### src/hw/rtl/capped_tube_triangle_indexer_defines.svh
// assertion macros used by the triangle indexer top level
`ifndef CAPPED_TUBE_TRIANGLE_INDEXER_DEFINES_SVH
`define CAPPED_TUBE_TRIANGLE_INDEXER_DEFINES_SVH

// same-cycle implication, clocked on clk_i, off during reset
`define CTTI_ASSERT_NOW(label, ante, cons) \
  label: assert property (@(posedge clk_i) disable iff (!rst_ni) (ante) |-> (cons)) \
    else $error("ctti same-cycle check failed");

// next-cycle implication, clocked on clk_i, off during reset
`define CTTI_ASSERT_NEXT(label, ante, cons) \
  label: assert property (@(posedge clk_i) disable iff (!rst_ni) (ante) |=> (cons)) \
    else $error("ctti next-cycle check failed");

`endif

### src/hw/rtl/ctti_div_stage.sv
// two quotient bits of a restoring divide, combinational
module ctti_div_stage #(
  parameter int CW     = 17,
  parameter int VW     = 9,
  parameter int QWE    = 8,
  parameter int BIT_HI = 7
) (
  input  logic [CW-1:0]  rem_i,
  input  logic [VW-1:0]  div_i,
  input  logic [QWE-1:0] quot_i,
  output logic [CW-1:0]  rem_o,
  output logic [QWE-1:0] quot_o
);

  logic [CW-1:0] d_hi;
  logic [CW-1:0] d_lo;
  logic [CW-1:0] rem_mid;
  logic          ge_hi;
  logic          ge_lo;

  // compare and subtract, higher bit then lower bit
  always_comb begin
    d_hi    = CW'(div_i) << BIT_HI;
    d_lo    = CW'(div_i) << (BIT_HI - 1);
    ge_hi   = rem_i >= d_hi;
    rem_mid = ge_hi ? rem_i - d_hi : rem_i;
    ge_lo   = rem_mid >= d_lo;
    rem_o   = ge_lo ? rem_mid - d_lo : rem_mid;
    quot_o  = quot_i;
    quot_o[BIT_HI]     = ge_hi;
    quot_o[BIT_HI - 1] = ge_lo;
  end

endmodule

### config.mk
export PLATFORM = sky130hd
export DESIGN_NAME = ctti_div_stage
export DESIGN_NICKNAME = d
export VERILOG_FILES = /design/src/hw/rtl/capped_tube_triangle_indexer_defines.svh /design/src/hw/rtl/ctti_div_stage.sv
export SDC_FILE = /design/constraint.sdc
export NUM_CORES = 1
export LEC_CHECK = 0
export BUFFER_PORTS_ARGS = -buffer_cell sky130_fd_sc_hd__buf_4
export CAP_MARGIN = 10
export CORE_MARGIN = 2
export CORE_UTILIZATION = 55
export DETAILED_ROUTE_END_ITERATION = 16
export PLACE_DENSITY = 0.95
export SYNTH_ARGS = -nofsm -noshare
export SYNTH_HDL_FRONTEND = slang
export SYNTH_SLANG_ARGS = --single-unit
### constraint.sdc
create_clock -name vclk -period 11.85
set_input_delay 1.185 -clock vclk [all_inputs]
set_output_delay 1.185 -clock vclk [all_outputs]
set_load 0.05 [all_outputs]
=== Word-level counts from Yosys, hierarchy flattened ===
Index checks and enable logic that the tools add are counted.

* Logic and storage cells: 6
* Output and inout port bits: 25
* Register bits: 0
* Bits of input ports: 34

* Multiplexer cells: 2
* $lt $le $gt $ge: 2
* $add $sub $neg: 2

{| class="wikitable"
|+ Operators with widths
! kind !! number
|-
| $mux W17 || 2
|-
| $ge A17 B15 Y1 || 1
|-
| $ge A17 B16 Y1 || 1
|-
| $sub A17 B15 Y17 || 1
|-
| $sub A17 B16 Y17 || 1
|}

=== Longest topological paths before layout ===
* Depth in word-level cells: 4
* Depth in mapped cells: 18
* Depth with buffers taken out: 17

=== Worst setup path before layout ===
OpenSTA, ideal clock, no wires.

* Path kind: input -> output
* Start point: input port rem_i[7]
* End point: output port rem_o[12]
* Path buffers: 1
* Stages: 17
* Arrival: 5.252 ns
* Path slack: 5.413 ns
* Data required time: 10.665 ns
* Path through: inv_1 > ha_1 > inv_1 > fa_1 > a211o_1 > a21oi_1 > a211oi_2 > nor2_4 > inv_2 > mux2_1 > ha_1 > nand3_1 > or4_1 > nand3_1 > nand4b_2 > buf_6 > mux2i_1

* Longest elaborated chain between the ends: 4
* Elaborated cells on any way between the ends: 6
* Classes of those cells: 2 x add/sub; 2 x order compare; 2 x mux

{| class="wikitable"
|+ RTL lines
! what !! line !! text
|-
| from (decl) || ctti_div_stage.sv:8 || <nowiki>input logic [CW-1:0] rem_i,</nowiki>
|-
| $ge A17 B16 Y1 || ctti_div_stage.sv:25 || <nowiki>ge_hi = rem_i >= d_hi;</nowiki>
|-
| via ge_hi || ctti_div_stage.sv:18 || <nowiki>logic ge_hi;</nowiki>
|-
| $mux W17 || ctti_div_stage.sv:26 || <nowiki>rem_mid = ge_hi ? rem_i - d_hi : rem_i;</nowiki>
|-
| $ge A17 B15 Y1 || ctti_div_stage.sv:27 || <nowiki>ge_lo = rem_mid >= d_lo;</nowiki>
|-
| via ge_lo || ctti_div_stage.sv:19 || <nowiki>logic ge_lo;</nowiki>
|-
| $mux W17 || ctti_div_stage.sv:28 || <nowiki>rem_o = ge_lo ? rem_mid - d_lo : rem_mid;</nowiki>
|-
| to (decl) || ctti_div_stage.sv:11 || <nowiki>output logic [CW-1:0] rem_o,</nowiki>
|}

The timed path passes the listed nets, and every way through them passes these cells.

=== Worst setup path in the final report ===
* Start point: input port rem_i[7]
* End point: output port rem_o[14]

* Longest elaborated chain between the ends: 4
* Elaborated cells on any way between the ends: 6
* Classes of those cells: 2 x add/sub; 2 x order compare; 2 x mux

{| class="wikitable"
|+ RTL lines
! what !! line
|-
| $sub A17 B16 Y17 or $ge A17 B16 Y1 (tied branches) || ctti_div_stage.sv:26, ctti_div_stage.sv:25
|-
| $mux W17 (*) || ctti_div_stage.sv:26
|-
| $sub A17 B15 Y17 or $ge A17 B15 Y1 (tied branches) || ctti_div_stage.sv:28, ctti_div_stage.sv:27
|-
| $mux W17 (*) || ctti_div_stage.sv:28
|}

Every way passes the cells marked *; elsewhere a longest branch is shown, timed or not.

==> flow_metrics.py <==
metrics = {
    "status": {
        "status": "finished, final reports clean",
    },
    "drt": {
        "drtAntennaViolNets": 0,
        "wl_per_cell_um": 14.4,
        "drc_errors": 0,
        "vias": 1422,
        "drt_pass1_iterations": 4,
        "drt_iter0_drc": 52,
        "wl_mm": 3.41,
        "vias_per_cell": 6.00,
    },
    "placement": {
        "placedCellCount": 237,
        "dpl_worst_slack_ps": 4890,
        "postPlaceCellArea_um2": 1630,
        "gp_congestion": 0.841,
        "hpwlAfterDp_mm": 2.87,
        "io_buffers": 45,
    },
    "cells_and_area": {
        "seq_area_um2": 0,
        "finalNonFillerCells": 237,
        "diodes": 0,
        "design_area_um2": 1630,
        "clkbuf_count": 0,
        "fillCellCount": 220,
        "syn2layout_area_growth_pct": 17.0,
        "seq_cells": 0,
        "fin_nets": 263,
        "drive_above_1_share": 0.329,
    },
    "global_route": {
        "grt_use_total": 0.235,
        "antenna_found_initial": 0,
        "grt_pass1_vias": 1249,
        "gr-total-overflow": 0,
        "grt_pass1_wl_mm": 5.27,
        "grt_max_degree": 11,
    },
    "synthesis": {
        "synthesis.area_um2": 1390,
        "yosys_warnings": 0,
        "synth_nets": 235,
        "syn_inst": 181,
        "ys_types": 48,
        "synth-compound-area-share": 0.245,
        "syn_area_per_cell_um2": 7.69,
        "yosys.area_share.xor_xnor": 0.0503,
        "synth-adder-area-share": 0.190,
        "synth-seq-area-share": 0,
        "synth-simple-area-share": 0.220,
        "synth_top_family_by_area": "compound AO/OA/AOI/OAI gates",
        "synthMuxAreaShare": 0.148,
    },
    "worst_setup_path": {
        "cp.arrival_ps": 5790,
        "end_kind": "primary output",
        "crit_type": "in -> out",
        "cp_max_fo": 10,
        "cp-start-kind": "input pin",
        "required_ps": 10670,
    },
    "power_and_ir_drop": {
        "seq_power_share": 0,
        "ir_drop_v": 0.000185,
        "total_power_w": 0.000221,
        "p_per_area_nw_per_um2": 135,
        "p_sw_frac": 0.607,
        "power_frac_comb": 1.000,
        "p_int_w": 0.0000866,
        "leakage_nw": 0.799,
        "power_switching_w": 0.000134,
        "clkPwrFrac": 0,
    },
    "timing": {
        "setup_viol": 0,
        "tns_ps": 0,
        "hold_viol": 0,
        "max_freq_mhz": 143,
        "period_needed_ps": 6970,
        "finalCritPeriodShare": 0.588,
        "rsz0062_at_grt": "no",
        "worst_pin_slew_ps": 601,
        "timing.final.ws_setup_ps": 4880,
        "maxSlewHeadroom": 0.598,
        "slew_viol_final": 0,
    },
    "floorplan": {
        "start_util": 0.573,
        "rows": 18,
        "die-height_um": 54.3,
        "core_area_um2": 2430,
        "ios": 59,
        "die-area_um2": 2950,
        "dieWidth_um": 54.3,
    },
    "cts": {
        "hold_buffers": 0,
        "post-cts-setup-buffer-count": 0,
        "cts.repair.resized": 0,
    },
    "flow_run": {
        "timing.max_cap.violations": 0,
    },
    "hold_path": {
        "min_path_type": "in -> out",
    },
}
power groups by stage:
stage | clock, W | sequential [W] | combinational (W)
finish | 0 | 0 | 0.000221
global route | 0 | 0 | 0.000237
CTS | 0 | 0 | 0.000221
detailed placement | 0 | 0 | 0.000220
global placement | 0 | 0 | 0.000216
floorplan | 0 | 0 | 0.000180
per-layer routing:
layer / routed length (µm) / track usage / vias to the layer above
met5: 0 / 0 / -
met4: 0 / 0.0250 / 0
met3: 305 / 0.0246 / 0
met2: 1640 / 0.460 / 69
met1: 1470 / 0.277 / 647
li1: - / - / 706
Yosys cell counts, drive strengths merged:
cell type,count,share of area
a211oi,5,0.034
buf,16,0.092
or2,2,0.0090
nand2b,2,0.0090
a21o,2,0.011
xnor2,6,0.038
o211a,1,0.0072
fa,2,0.029
o31a,2,0.013
o21ai,8,0.029
o221ai,1,0.011
nor3b,1,0.0054
and2,1,0.0045
or3,1,0.0045
o31ai,3,0.016
o21a,3,0.016
a211o,2,0.013
a21oi,16,0.058
mux2i,3,0.022
a31oi,1,0.0045
nand4b,1,0.011
nor3,4,0.014
o41ai,1,0.0063
ha,18,0.16
nand4,5,0.033
nor2,17,0.051
nand2,5,0.013
a22oi,1,0.0054
nor4,1,0.0090
o32a,1,0.0081
clkbuf,3,0.0081
mux2,13,0.13
or4,2,0.013
nor2b,3,0.013
or4b,1,0.0072
nand3,6,0.022
o211ai,2,0.014
xor2,2,0.013
inv,17,0.046
critical path, cell delays in order:
cell	delay, ps
buf_4	110
inv_1	50
ha_1	160
inv_1	50
fa_1	410
a211o_1	320
a21oi_1	270
a211oi_2	220
nor2_4	180
inv_2	100
a21oi_1	350
ha_1	320
nor2b_1	150
o31a_1	270
o31ai_1	330
nand3_1	150
nand4b_2	520
mux2_4	440
buf_4	190
path summary, 6_finish.rpt:
check                 startpoint        end  slack [ps]  cells after the start
worst max-delay path    rem_i[7]  rem_o[14]        4880                     19
worst min-delay path   quot_i[1]  quot_o[1]        2370                      0
cell type report:
| cell class | count | area, µm² | share of cell area |
|---|---|---|---|
| inverter | 17 | 63.8 | 0.0392 |
| timing repair buffer | 45 | 338 | 0.207 |
| tap | 30 | 37.5 | 0.0230 |
| multi-input combinational | 145 | 1190 | 0.730 |
cells by family after synthesis:
group,after synthesis
compound gates,49
xor+xnor,8
fa+ha+maj,20
buf+inv,36
mux,16
simple gates,52
metrics by stage:
step / hold WS [ps] / utilization
floorplan: 2540 / -
global placement: 2370 / 0.670
detailed placement: 2370 / 0.670
CTS: 2370 / 0.670
global route: 2370 / 0.670
finish: 2370 / 0.670
cell usage in the layout, fill, tap and decap left out, types with 2 or more instances in the layout:
cell type  netlist  routed
buf_4           14      45
ha_1            18      18
inv_1           16      16
nor2_1          16      16
a21oi_1         16      16
mux2_4           8       8
o21ai_0          8       8
nand3_1          6       6
xnor2_1          6       6
nand2_1          5       5
nand4_1          4       4
nor3_1           4       4
a211oi_1         3       3
o21a_1           3       3
mux2_1           3       3
nor2b_1          3       3
o31ai_1          3       3
mux2i_1          3       3
nand2b_1         2       2
a211o_1          2       2
a211oi_2         2       2
mux2_2           2       2
a21o_1           2       2
or2_2            2       2
o31a_1           2       2
xor2_1           2       2
fa_1             2       2
Power figures use the tool's default switching activity.
