`src/hw/rtl/capped_tube_triangle_indexer_defines.svh`:
```
// assertion macros used by the triangle indexer top level
`ifndef CAPPED_TUBE_TRIANGLE_INDEXER_DEFINES_SVH
`define CAPPED_TUBE_TRIANGLE_INDEXER_DEFINES_SVH

// same-cycle implication, clocked on clk_i, off during reset
`define CTTI_ASSERT_NOW(label, ante, cons) \
  label: assert property (@(posedge clk_i) disable iff (!rst_ni) (ante) |-> (cons)) \
    else $error("ctti same-cycle check failed");

// next-cycle implication, clocked on clk_i, off during reset
`define CTTI_ASSERT_NEXT(label, ante, cons) \
  label: assert property (@(posedge clk_i) disable iff (!rst_ni) (ante) |=> (cons)) \
    else $error("ctti next-cycle check failed");

`endif

```
`src/hw/rtl/ctti_pkg.sv`:
```
// shared widths, register codes and structs of the triangle indexer
package ctti_pkg;

  localparam int TRI_W     = 17;
  localparam int IDX_W     = 16;
  localparam int OWN_W     = 8;
  localparam int CFG_W     = 9;
  localparam int CFG_IDX_W = 2;

  localparam int DEF_MAX_RINGS    = 256;
  localparam int DEF_MAX_SEGMENTS = 256;

  localparam logic [CFG_W-1:0] RING_COUNT_RST = CFG_W'(2);
  localparam logic [CFG_W-1:0] VERTICES_RST   = CFG_W'(3);

  // register indexes of the config port
  typedef enum logic [CFG_IDX_W-1:0] {
    CFG_RING_COUNT = 2'd0,
    CFG_VERTICES   = 2'd1,
    CFG_WINDING    = 2'd2
  } ctti_cfg_idx_e;

  typedef struct packed {
    logic [CFG_W-1:0] ring_count;
    logic [CFG_W-1:0] vertices_per_ring;
    logic             inward_winding;
  } ctti_cfg_t;

  // per-item classification carried down the pipe
  typedef struct packed {
    logic side;
    logic cap;
    logic par;
    logic inner;
  } ctti_flags_t;

  typedef struct packed {
    logic [IDX_W-1:0] index_a;
    logic [IDX_W-1:0] index_b;
    logic [IDX_W-1:0] index_c;
    logic [OWN_W-1:0] owner_ring;
    logic             is_cap;
    logic             valid_res;
  } ctti_res_t;

endpackage

```
`src/hw/rtl/ctti_index_calc.sv`:
```
// vertex indices and owner ring from ring, segment and cap position
module ctti_index_calc import ctti_pkg::*; #(
  parameter int VW  = 9,
  parameter int RW  = 9,
  parameter int QW  = 8,
  parameter int KW  = 10,
  parameter int PVW = 18
) (
  input  ctti_flags_t       flags_i,
  input  logic [KW-1:0]     k_i,
  input  logic [PVW-1:0]    pv_i,
  input  logic [VW-1:0]     vs_i,
  input  logic [RW-1:0]     rs_i,
  input  logic [QW-1:0]     ring_i,
  input  logic [VW-1:0]     seg_i,
  input  logic [QW+VW-1:0]  ringv_i,
  output ctti_res_t         res_o
);

  localparam int AW = PVW + 1;

  logic [VW:0]   seg_inc;
  logic [VW-1:0] seg_nx;
  logic [AW-1:0] a, b, c, d;
  logic [AW-1:0] s, base;

  always_comb begin
    // segment wraps back to zero at the ring size
    seg_inc = {1'b0, seg_i} + (VW+1)'(1);
    seg_nx  = (seg_inc == {1'b0, vs_i}) ? '0 : seg_inc[VW-1:0];
    a = AW'(ringv_i) + AW'(seg_i);
    b = AW'(ringv_i) + AW'(seg_nx);
    c = a + AW'(vs_i);
    d = b + AW'(vs_i);
    // fan position and back ring base
    s    = AW'(k_i >> 1) + AW'(1);
    base = AW'(pv_i);

    res_o = '0;
    if (flags_i.side) begin
      res_o.valid_res  = 1'b1;
      res_o.owner_ring = OWN_W'(ring_i);
      if (!flags_i.par) begin
        res_o.index_a = IDX_W'(a);
        res_o.index_b = flags_i.inner ? IDX_W'(b) : IDX_W'(c);
        res_o.index_c = flags_i.inner ? IDX_W'(c) : IDX_W'(b);
      end else begin
        res_o.index_a = IDX_W'(b);
        res_o.index_b = flags_i.inner ? IDX_W'(d) : IDX_W'(c);
        res_o.index_c = flags_i.inner ? IDX_W'(c) : IDX_W'(d);
      end
    end else if (flags_i.cap) begin
      res_o.valid_res = 1'b1;
      res_o.is_cap    = 1'b1;
      if (!k_i[0]) begin
        // front fan, owned by ring zero
        res_o.index_a = '0;
        res_o.index_b = flags_i.inner ? IDX_W'(s + AW'(1)) : IDX_W'(s);
        res_o.index_c = flags_i.inner ? IDX_W'(s) : IDX_W'(s + AW'(1));
      end else begin
        // back fan, owned by the last ring
        res_o.owner_ring = OWN_W'(rs_i - RW'(1));
        res_o.index_a    = IDX_W'(base);
        res_o.index_b    = flags_i.inner ? IDX_W'(base + s) : IDX_W'(base + s + AW'(1));
        res_o.index_c    = flags_i.inner ? IDX_W'(base + s + AW'(1)) : IDX_W'(base + s);
      end
    end
  end

endmodule
```
`config.mk`:
```
export PLATFORM = sky130hd
export DESIGN_NAME = ctti_index_calc
export DESIGN_NICKNAME = d
export VERILOG_FILES = /design/src/hw/rtl/capped_tube_triangle_indexer_defines.svh /design/src/hw/rtl/ctti_pkg.sv /design/src/hw/rtl/ctti_index_calc.sv
export SDC_FILE = /design/constraint.sdc
export NUM_CORES = 1
export LEC_CHECK = 0
export ABC_CLOCK_PERIOD_IN_PS = 7400
export CORE_MARGIN = 2
export CORE_UTILIZATION = 50
export DETAILED_ROUTE_END_ITERATION = 10
export DONT_BUFFER_PORTS = 1
export PLACE_DENSITY = 0.66
export SLEW_MARGIN = 0
export SYNTH_ARGS = -nofsm -noshare
export SYNTH_HDL_FRONTEND = slang
export SYNTH_SLANG_ARGS = --single-unit
```
`constraint.sdc`:
```
create_clock -name vclk -period 7.4
set_clock_uncertainty 0.05 [all_clocks]
set_input_delay 1.48 -clock vclk [all_inputs]
set_output_delay 1.48 -clock vclk [all_outputs]
set_load 0.02 [all_outputs]
```
# == Word-level counts from Yosys, hierarchy flattened ==
# Cells that the tools add are included.
# W data, S select, Z words.
# totals
reg_bits,0
# op_classes
add_sub_neg,10
eq_ne,1
n_mux,16
# ops
operator,n
$mux W16,7
$mux W48,2
$add A16 B9 Y16,4
$mux W58,1
$mux W56,1
$add A9 B1 Y10 const B,2
$add A16 B1 Y16 const B,1
$add A16 B10 Y16,1
$add A10 B1 Y11 const B,1
$mux W11,1
$eq A10 B9 Y1,1
$mux W9,1
$mux W8,1
$sub A8 B1 Y8 const B,1
$mux W1,2

# == Logic depth before layout (Yosys ltp) ==
# depth
depth_word,8
ltp_mapped,23
depth_no_buf,23

# == Least setup slack after synthesis ==
# OpenSTA, ideal clock, no wires.
# synth_timing
path_type,input to output
from,in seg_i[0]
to,out res_o[25] (netlist name)
arrival_ps,6364
slack_ps,-494
cell_stages,22
n_path_buf,0
cell_sequence,ha_1 -> xor2_1 -> xor2_1 -> nor4_1 -> nand3_1 -> nor4_1 -> nor2_1 -> ha_1 -> fa_1 -> a211oi_1 -> o21bai_1 -> a21oi_1 -> xnor2_1 -> ha_1 -> nand2_1 -> o21ai_0 -> nand2_1 -> o21ai_0 -> nand4_1 -> nor3b_1 -> xnor2_1 -> o221ai_1
# synth_rtl
item,line,rtl
from (decl),ctti_index_calc.sv:15,"input logic [VW-1:0] seg_i,"
to (decl),ctti_index_calc.sv:17,output ctti_res_t res_o

==> out/qor.yml <==
timing:
  hold_violations: 0
  period_minus_slack_ns: 7.59
  timing.final.crit_share_pct: 103
  fmax_mhz: 132
  maxSlewHeadroom_pct: 34.4
  worst_slack_ns: -0.189
  rsz0062_at_grt: "true"
  setup_viol: 14
  tightest_slew_ns: 0.978
  timing.hold.ws_ns: 3.06
  slew_viol_final: 0
pwr:
  p_leak_nw: 2.76
  power_density_nw_per_um2: 138
  peakVddDrop_v: 0.0000701
synthesis:
  yosys.area.top_type: "ha_1"
  netlist.area_leader.share_pct: 11.7
  synth_nets: 976
  syn_avg_cell_area_um2: 6.64
  ys_types: 72
  synth_area_leaders: "ha_1 (12%), xnor2_1 (9.8%), o21ai_0 (6.7%)"
  synth_seq_area_share_pct: 0
  ys.warnings.count: 0
  synth_most_common_cell: "nand2_1"
  syn_inst: 835
  synth_area_um2: 5540
  yosys-top-cells-count: "nand2_1 (90), nor2_1 (82), o21ai_0 (74)"
detailed_routing:
  firstDrtPassIters: 5
  vias: 6835
  first_iter_violations: 505
  drt-vias-per-instance: 6.55
  drc: 0
  drt_wl_total_um: 19700
  wl_per_cell_um: 18.9
  ant_nets: 0
global_routing:
  grt_util_all_layers_pct: 29.5
  antenna_found_initial: 0
  grt_pass1_wl_um: 29000
  grt_pass1_vias: 6301
  grt_overflow: 0
  grt_max_degree: 66
run:
  maxCapViolCount: 0
layout:
  drive_above_1_share_pct: 23.0
  syn_to_final_growth_pct: 25.5
  fin_area_um2: 6950
  nClkBuffers: 0
  nets: 1047
  nFlopsAndLatches: 0
  num_antenna_cells: 0
  regArea_um2: 0
  fillers: 952
setup_path:
  cp.depth: 24
  cpMaxStageDelayCell: "fa_2"
  path_max_fanout: 5
  max_stage_delay_ns: 0.39
  cp.arrival_ns: 6.06
  crit_family: "simple AND/OR/NAND/NOR gates"
  start_kind: "input port"
  crit_type: "input port to output pin"
  worst_setup_path_end_kind: "output pin"
  crit_required_ns: 5.87
  crit_chain: "and3_1 > and3_4 > nand3_1 > xor2_2 > xor2_1 > nand3_1 > nor4_4 > nor2_1 > ha_2 > fa_2 > a211oi_4 > o21bai_1 > a21oi_2 > xnor2_2 > ha_1 > nand2_1 > o21ai_2 > nand2_2 > o21ai_4 > nand4_1 > nor3b_2 > xnor2_2 > o221ai_2 > buf_4"
  path_buf_inv: 1
die:
  dieArea_um2: 11900
  pin_count: 142
  chipHeight_um: 109
  initial_core_util_pct: 51.1
  rows: 38
  die_w_um: 109
  core_um2: 10800
placed_design:
  placed_area_um2: 6240
  dpl.hpwl_um: 15000
  portBuffers: 0
  place_congestion: 0.888
outcome:
  status: "complete, but fails checks"
  violations: "negative setup slack"
worst_hold_path:
  min_path_type: "input port to output pin"
  hold_depth: 1
## metrics by stage
stage	utilization, %	setup TNS, ns	cells	power [W]	worst slack (ns)
global placement	57.6	-3.70	1023	0.000790	-0.298
finish	64.2	-1.39	1044	0.000956	-0.189
detailed placement	57.6	-6.48	1023	0.000807	-0.470
floorplan	-	0	835	0.000587	0.0267
global route	64.2	-5.49	1044	0.00103	-0.400
CTS	58.8	-0.0742	1031	0.000827	-0.0280
## area by class of cell
type	count	area [um^2]	share of cell area (%)
repair buffers	107	830	11.9
inverters	25	93.8	1.35
well taps	140	175	2.52
multi-input cells	772	5860	84.2
## per-layer routing
layer	up-vias	share of wire, %	GRT usage [%]
met4	0	2.1	6.33
li1	3268	-	-
met3	41	7.9	3.29
met2	320	49	53.3
met1	3206	41	37.5
met5	-	0	0
## where the power goes
| group | leakage [nW] | internal [W] | switching, W | total (W) |
|---|---|---|---|---|
| Combinational | 2.76 | 0.000429 | 0.000528 | 0.000956 |
| Clock | 0 | 0 | 0 | 0 |
| Sequential | 0 | 0 | 0 | 0 |
| Total | 2.76 | 0.000429 | 0.000528 | 0.000956 |
## logic make-up (layout without fill, tap and decap cells)
group,count (synthesis),after routing,synth area share [%]
AO/OA/AOI/OAI,270,270,32.7
AND/OR/NAND/NOR,311,311,27.3
adder cells (fa/ha/maj),57,57,13.6
buffers and inverters,63,132,4.29
XOR/XNOR,99,99,15.7
multiplexers,35,35,6.50
## what timing repair did
action	CTS	global route
pin swaps	4	56
hold buffers	0	0
buffers inserted	8	13
gates resized for setup	20	94
setup endpoints to repair	19	23
## path summary, 6_finish.rpt
check  slack (ns)        from         to
max         -0.19    seg_i[2]  res_o[25]
min          3.06  flags_i[2]   res_o[0]
## layout by cell type (no fill, tap or decap), types with 11 or more instances in the layout
| cell type | instances |
|---|---|
| buf_4 | 100 |
| nand2_1 | 85 |
| nor2_1 | 79 |
| o21ai_0 | 60 |
| xnor2_1 | 54 |
| ha_1 | 43 |
| a21oi_1 | 34 |
| xor2_1 | 30 |
| mux2i_1 | 27 |
| nand3_1 | 26 |
| inv_1 | 20 |
| a21o_1 | 16 |
| a211oi_1 | 16 |
| nand4_1 | 16 |
| nor3_1 | 16 |
| o211ai_1 | 13 |
| and2_1 | 11 |
| o22ai_1 | 11 |
Power figures use the tool's default switching activity.
